===== src/rtl/qlt_pkg.sv =====
// Shared constants, codes and control types of the Q table update block.
`default_nettype none
package qlt_pkg;

    localparam int NUM_STATES  = 256;
    localparam int NUM_ACTIONS = 8;
    localparam int Q_WIDTH     = 24;

    localparam int STATE_W = $clog2(NUM_STATES);
    localparam int ACT_W   = $clog2(NUM_ACTIONS);
    localparam int ADDR_W  = STATE_W + ACT_W;
    localparam int DEPTH   = NUM_STATES * NUM_ACTIONS;

    localparam int STATE_IN_W = 8;
    localparam int ACT_IN_W   = 3;
    localparam int REWARD_W   = 16;
    localparam int QV_W       = 24;
    localparam int FRAC_W     = 16;

    localparam int CFG_IDX_W  = 2;
    localparam int CFG_DATA_W = 16;

    localparam int IN_TDATA_W  = 40;
    localparam int OUT_TDATA_W = 32;

    localparam logic [CFG_IDX_W-1:0] REG_LEARN_RATE = CFG_IDX_W'(0);
    localparam logic [CFG_IDX_W-1:0] REG_DISCOUNT   = CFG_IDX_W'(1);

    localparam logic [CFG_DATA_W-1:0] LEARN_RATE_RST = CFG_DATA_W'(6554);
    localparam logic [CFG_DATA_W-1:0] DISCOUNT_RST   = CFG_DATA_W'(62259);

    localparam logic OP_SELECT = 1'b0;
    localparam logic OP_UPDATE = 1'b1;

    typedef struct packed {
        logic              load_in;
        logic              rd_en;
        logic              rd_next;
        logic              rd_taken;
        logic              scan_rd;
        logic [ACT_W-1:0]  act;
        logic              clr_we;
        logic [ADDR_W-1:0] clr_addr;
        logic              q_load;
        logic              diff_load;
        logic              mul_load;
        logic              wb;
        logic              out_load;
    } qlt_cmd_t;

    typedef struct packed {
        logic op_update;
        logic out_busy;
    } qlt_sts_t;

endpackage
`default_nettype wire


===== src/rtl/qlt_ctrl.sv =====
// Controller state machine: table clear, row scans, update sequence, result hand-off.
`default_nettype none
module qlt_ctrl
    import qlt_pkg::*;
(
    input  wire logic     clk,
    input  wire logic     rst_n,
    input  wire logic     in_valid,
    output logic          in_ready,
    input  wire qlt_sts_t sts,
    output qlt_cmd_t      cmd
);

    localparam logic [3:0] S_CLEAR  = 4'd0;
    localparam logic [3:0] S_IDLE   = 4'd1;
    localparam logic [3:0] S_SCAN_A = 4'd2;
    localparam logic [3:0] S_WAIT_A = 4'd3;
    localparam logic [3:0] S_LOAD_Q = 4'd4;
    localparam logic [3:0] S_DIFF   = 4'd5;
    localparam logic [3:0] S_MUL_A  = 4'd6;
    localparam logic [3:0] S_WRITE  = 4'd7;
    localparam logic [3:0] S_SCAN_B = 4'd8;
    localparam logic [3:0] S_WAIT_B = 4'd9;
    localparam logic [3:0] S_DONE   = 4'd10;

    logic [3:0]        state_reg, state_next;
    logic [ADDR_W-1:0] cnt_reg, cnt_next;
    logic              scan_last;
    logic              clr_last;

    assign scan_last = (cnt_reg[ACT_W-1:0] == ACT_W'(NUM_ACTIONS - 1));
    assign clr_last  = (cnt_reg == ADDR_W'(DEPTH - 1));
    assign in_ready  = (state_reg == S_IDLE);

    always_comb
    begin
        state_next   = state_reg;
        cnt_next     = cnt_reg;
        cmd          = '0;
        cmd.act      = cnt_reg[ACT_W-1:0];
        cmd.clr_addr = cnt_reg;
        unique case (state_reg)
            S_CLEAR:
            begin
                cmd.clr_we = 1'b1;
                cnt_next   = cnt_reg + ADDR_W'(1);
                if (clr_last)
                begin
                    cnt_next   = '0;
                    state_next = S_IDLE;
                end
            end
            S_IDLE:
            begin
                if (in_valid)
                begin
                    cmd.load_in = 1'b1;
                    state_next  = S_SCAN_A;
                end
            end
            S_SCAN_A:
            begin
                cmd.rd_en   = 1'b1;
                cmd.scan_rd = 1'b1;
                cmd.rd_next = sts.op_update;
                cnt_next    = cnt_reg + ADDR_W'(1);
                if (scan_last)
                begin
                    cnt_next   = '0;
                    state_next = S_WAIT_A;
                end
            end
            S_WAIT_A:
            begin
                if (sts.op_update)
                begin
                    cmd.rd_en    = 1'b1;
                    cmd.rd_taken = 1'b1;
                    state_next   = S_LOAD_Q;
                end
                else
                begin
                    state_next = S_DONE;
                end
            end
            S_LOAD_Q:
            begin
                cmd.q_load = 1'b1;
                state_next = S_DIFF;
            end
            S_DIFF:
            begin
                cmd.diff_load = 1'b1;
                state_next    = S_MUL_A;
            end
            S_MUL_A:
            begin
                cmd.mul_load = 1'b1;
                state_next   = S_WRITE;
            end
            S_WRITE:
            begin
                cmd.wb     = 1'b1;
                state_next = S_SCAN_B;
            end
            S_SCAN_B:
            begin
                cmd.rd_en   = 1'b1;
                cmd.scan_rd = 1'b1;
                cnt_next    = cnt_reg + ADDR_W'(1);
                if (scan_last)
                begin
                    cnt_next   = '0;
                    state_next = S_WAIT_B;
                end
            end
            S_WAIT_B:
            begin
                state_next = S_DONE;
            end
            S_DONE:
            begin
                if (!sts.out_busy)
                begin
                    cmd.out_load = 1'b1;
                    state_next   = S_IDLE;
                end
            end
            default:
            begin
                state_next = S_IDLE;
            end
        endcase
    end

    always_ff @(posedge clk or negedge rst_n)
    begin
        if (!rst_n)
        begin
            state_reg <= S_CLEAR;
            cnt_reg   <= '0;
        end
        else
        begin
            state_reg <= state_next;
            cnt_reg   <= cnt_next;
        end
    end

endmodule
`default_nettype wire


===== config.mk =====
export PLATFORM = sky130hd
export DESIGN_NAME = qlt_ctrl
export DESIGN_NICKNAME = d
export VERILOG_FILES = /design/src/rtl/qlt_pkg.sv /design/src/rtl/qlt_ctrl.sv
export SDC_FILE = /design/constraint.sdc
export NUM_CORES = 1
export LEC_CHECK = 0
export BUFFER_PORTS_ARGS = -buffer_cell sky130_fd_sc_hd__buf_2
export CAP_MARGIN = 20
export CELL_PAD_IN_SITES_DETAIL_PLACEMENT = 0
export CELL_PAD_IN_SITES_GLOBAL_PLACEMENT = 2
export CORE_ASPECT_RATIO = 0.9
export CORE_MARGIN = 1
export CORE_UTILIZATION = 29
export DETAILED_ROUTE_END_ITERATION = 10
export PLACE_DENSITY_LB_ADDON = 0.1
export REMOVE_ABC_BUFFERS = 1
export SYNTH_ARGS = -nofsm -noshare
export SYNTH_HDL_FRONTEND = slang
export SYNTH_SLANG_ARGS = --single-unit

===== constraint.sdc =====
create_clock -name clk -period 1.85 [get_ports clk]
set_input_delay 0.37 -clock clk [delete_from_list [all_inputs] [get_ports clk]]
set_output_delay 0.37 -clock clk [all_outputs]
set_load 0.1 [all_outputs]

======== Word level (Yosys, flattened, before mapping) ========
Cells that the tools add are included.
word-level totals
  word-level logic and storage cells ...... 48
  input port bits ......................... 5
  output and inout port bits .............. 26
  register bits ........................... 15
operators by class
  mux-type cells .......................... 24
  equality and inequality tests ........... 17
  reduce and logical (&&, ||, !) cells .... 4
  $add $sub $neg .......................... 1
operators with widths
  operator                 number
  $pmux W4 S11             1
  $mux W4                  6
  $mux W11                 2
  $pmux W11 S2             1
  $eq A4 B3 Y1 const B     4
  $mux W1                  13
  $eq A4 B4 Y1 const B     3
  $add A11 B1 Y11 const B  1
  $eq A11 B11 Y1 const B   1
  $ne A2 B2 Y1 const B     5
  $eq A4 B2 Y1 const B     2
  $reduce_and A5 Y1        1
  $eq A4 B1 Y1 const B     1
  $logic_not A4 Y1         1
  $eq A3 B3 Y1 const B     1
  $pmux W1 S2              1
  $reduce_bool A2 Y1       1
  $reduce_or A2 Y1         1

======== Logic depth before layout (Yosys ltp) ========
  word-level depth ........................ 3
  depth in mapped cells ................... 6
  gate-level depth less buffers ........... 6

======== Least setup slack after synthesis ========
Ideal clock, no wire load.
  kind .................................... reg2out
  from .................................... reg state_reg[2]
  to ...................................... out cmd[24] (netlist name)
  setup slack ............................. -2.350 ns
  required time ........................... 1.480 ns
  path buffers ............................ 2
  stages on the path, launching flop included .. 5
  arrival ................................. 3.830 ns
  cell sequence ........................... dfrtp_1 buf_2 buf_1 nor3_1 and2_1
RTL lines
  item                    line             text
  start, declared         qlt_ctrl.sv:26   logic [3:0] state_reg, state_next;
  start signal, assigned  qlt_ctrl.sv:145  state_reg <= state_next;
  end, declared           qlt_ctrl.sv:11   output qlt_cmd_t cmd

==> flow_summary_export.csv <==
group,metric,value,unit
layout,fin_nets,176,
placed_design,io_buffer_count,30,
yosys,synth_compound_area_share,16.8,%
floorplan,die_h,59.5,microns
critical_path,worstSetupEndpoint,"cmd[16]",
critical_path,worst-path-max-fanout,6,
timing,worst_pin_slew,0.485,ns
yosys,synth-simple-area-share,30.7,%
route,wl,3030,microns
yosys,synthCells,124,
timing,finalHoldViolations,0,
cts,clock_latency,0.25,ns
route,viasPerCell,5.00,
grt,grt_pass1_vias,947,
yosys,synthMuxAreaShare,0,%
floorplan,fp.dieW,65.9,microns
yosys,synth_area_per_cell,8.59,sq um
critical_path,r2r-start,"state_reg[1]",
timing,rsz0062_at_grt,"true",
yosys,synthesis.area,1060,sq um
critical_path,worstPathRequired,1.48,ns
critical_path,crit_path_top_delay_cell,"dfrtp_2",
layout,antenna_cells,0,
yosys,synth_warnings,0,
critical_path,crit_buf_inv,3,
cts,ctsHtreeMaxLevel,1,
timing,fmax,549,MHz
yosys,synth_top_family_by_area,"simple AND/OR/NAND/NOR gates",
route,wl_met2,1390,microns
critical_path,cp-end-kind,"primary output",
floorplan,core_area,3450,sq um
outcome,outcome,"completed",
critical_path,critical_path_depth,4,
layout,drive_above_1_share,43.5,%
placed_design,place.gp.congestion,0.742,
yosys,synth.top_cells.by_area,"dfrtp_1, nor2_1, xnor2_1",
floorplan,num_io_pins,31,
cts,cts_buffers,3,
route,met1Wirelength,1520,microns
route,wl_met3,101,microns
placed_design,dp.cells,199,
route,top_layer,"met4",
yosys,ys_seq_area_share,35.3,%
timing,report.final.slew_viol_count,0,
grt,grtUsageTotal,15.8,%
critical_path,rr_endpoint,"state_reg[0]",
worst_hold_path,hp-class,"input pin to async pin",
critical_path,start_kind,"register",
route,vias,1060,
critical_path,path_delay_family,"buffers and inverters",
route,drtIter0Drc,15,
run,cap_viol_max_count,0,
cts,clock_path_buffers,2,
yosys,ys_seq_elements,15,
timing,fin_skew,0.00184,ns
critical_path,startpoint,"state_reg[1]",
timing,layout_min_cycle_time,1.82,ns
layout,area_delta_synth_final,53.5,%
critical_path,worst-r2r-setup-slack,0.09,ns
timing,finalSetupViolations,0,
critical_path,max_stage_delay,0.47,ns
floorplan,rows,20,
cts,clkTransAtPathRegs,0.06,ns
yosys,synth_xor_area_share,6.58,%
layout,fill_cells,333,
yosys,synthAdderAreaFrac,2.35,%
critical_path,crit_chain,"buf_6, nor4_4, buf_4, buf_12",
yosys,yosysTopAreaCellShare,35.3,%
route,ant_nets,0,
layout,final_cells,212,
grt,grt_max_degree,16,
placed_design,dp_hpwl,2140,microns
grt,grt_pass1_wl,4670,microns
yosys,synth_top_cell_by_area,"dfrtp_1",
route,drc_errors,0,
critical_path,crit_arrival,1.45,ns
route,firstDrtPassIters,4,
yosys,synth.distinct_cells,40,
cts,cts_root_buffer,"clkbuf_8",
critical_path,reg2reg_depth,5,
grt,grt-ovfl-total,0,
layout,largest_reg_flops,11,
route,wl_per_cell,14.3,microns
critical_path,path_class,"register to primary output",
floorplan,start_util,30.8,%
cts,cts_tree,"done",
timing,slew_headroom,67.9,%
cts,cts.sinks,15,
grt,antenna_found_initial,0,
floorplan,die_area,3920,sq um
timing,min_period_over_period,98.5,%
==> placed cells by master (no fill, tap or decap), types with 2 or more instances in the layout <==
cell type	n
buf_2	19
buf_4	16
nor2_1	15
nand2_1	11
dfrtp_1	11
buf_12	11
inv_1	6
nand3_1	6
xnor2_1	6
nor3_1	5
nand4_1	4
o21ai_0	4
dfrtp_2	4
nand2b_1	3
nor3_2	3
a21oi_1	3
nor2b_1	3
clkbuf_8	3
nor2_2	2
nor4_4	2
o31a_1	2
o32ai_1	2
ha_1	2
buf_6	2
==> worst min-delay path by stage <==
stage | startpoint | endpoint | slack (ns) | cells after the start
after floorplan | rst_n | cnt_reg[0] | 0.07 | 0
final | rst_n | cnt_reg[10] | 0.02 | 1
after detailed placement | rst_n | cnt_reg[10] | 0.31 | 1
after global placement | rst_n | state_reg[0] | 0.31 | 1
after CTS | rst_n | cnt_reg[10] | 0.04 | 1
after global routing | rst_n | cnt_reg[10] | 0.05 | 1
==> repair_timing <==
| item | CTS | global route |
|---|---|---|
| pin swaps | 1 | 3 |
| endpoints found under the setup margin | 7 | 8 |
| resized for setup | 8 | 10 |
| buffers inserted | 1 | 8 |
| endpoints found under the hold margin | 0 | 0 |
| hold buffers | 0 | 0 |
| gates cloned | 0 | 0 |
==> cells in the mapped netlist <==
master / n
a21oi_1: 3
nor4_4: 1
o21ai_4: 1
o22ai_1: 1
nor2_1: 16
a21o_1: 1
o32ai_1: 2
clkbuf_1: 2
nor3_1: 8
nand4_2: 1
nand4_1: 4
a21boi_1: 1
o21ai_0: 5
nand2b_1: 3
xor2_1: 2
buf_2: 2
o31ai_1: 1
or4b_1: 1
nand4b_1: 1
nand3_1: 6
a211oi_1: 1
a21oi_2: 1
xnor2_1: 6
a211o_4: 1
buf_4: 3
a21boi_0: 1
nor2b_1: 3
or3_4: 1
nor4_2: 1
nand2_1: 12
nor2_2: 1
a221o_1: 1
dfrtp_1: 15
buf_6: 2
o31a_1: 2
ha_1: 2
inv_1: 6
and2_1: 1
o211ai_1: 1
buf_1: 1
==> metrics by stage <==
step / instance area (sq um) / TNS, ns / setup slack (ns) / util, % / hold WS (ns)
floorplan: 998 / -27.86 / -2.35 / - / 0.0744
global placement: 1470 / 0 / 0.161 / 42.5 / 0.305
detailed placement: 1470 / 0 / 0.150 / 42.5 / 0.310
CTS: 1540 / -0.00593 / -0.00509 / 44.6 / 0.0381
global route: 1630 / -0.0196 / -0.0168 / 47.3 / 0.0520
finish: 1630 / 0 / 0.0278 / 47.3 / 0.0224
==> area by class of cell <==
cell class	count	area, sq um	share of cell area, %
Multi-Input combinational cell	93	643	39.4
Timing Repair Buffer	50	488	29.9
Sequential cell	15	380	23.3
Tap cell	44	55.1	3.37
Clock buffer	4	45.0	2.76
Inverter	6	22.5	1.38
==> per-layer routing <==
layer,vias up,GRT usage [%]
met5,-,0
met4,0,3.73
met3,2,4.04
met2,20,22.4
met1,519,23.4
li1,519,-
==> cells by family after synthesis <==
group / Yosys count
xor+xnor: 8
compound gates: 23
simple gates: 60
flops: 15
fa+ha+maj: 2
buf+inv: 16
Power is not shown: default switching activity piles up to over one toggle a cycle in this logic, so the estimate is an artifact.
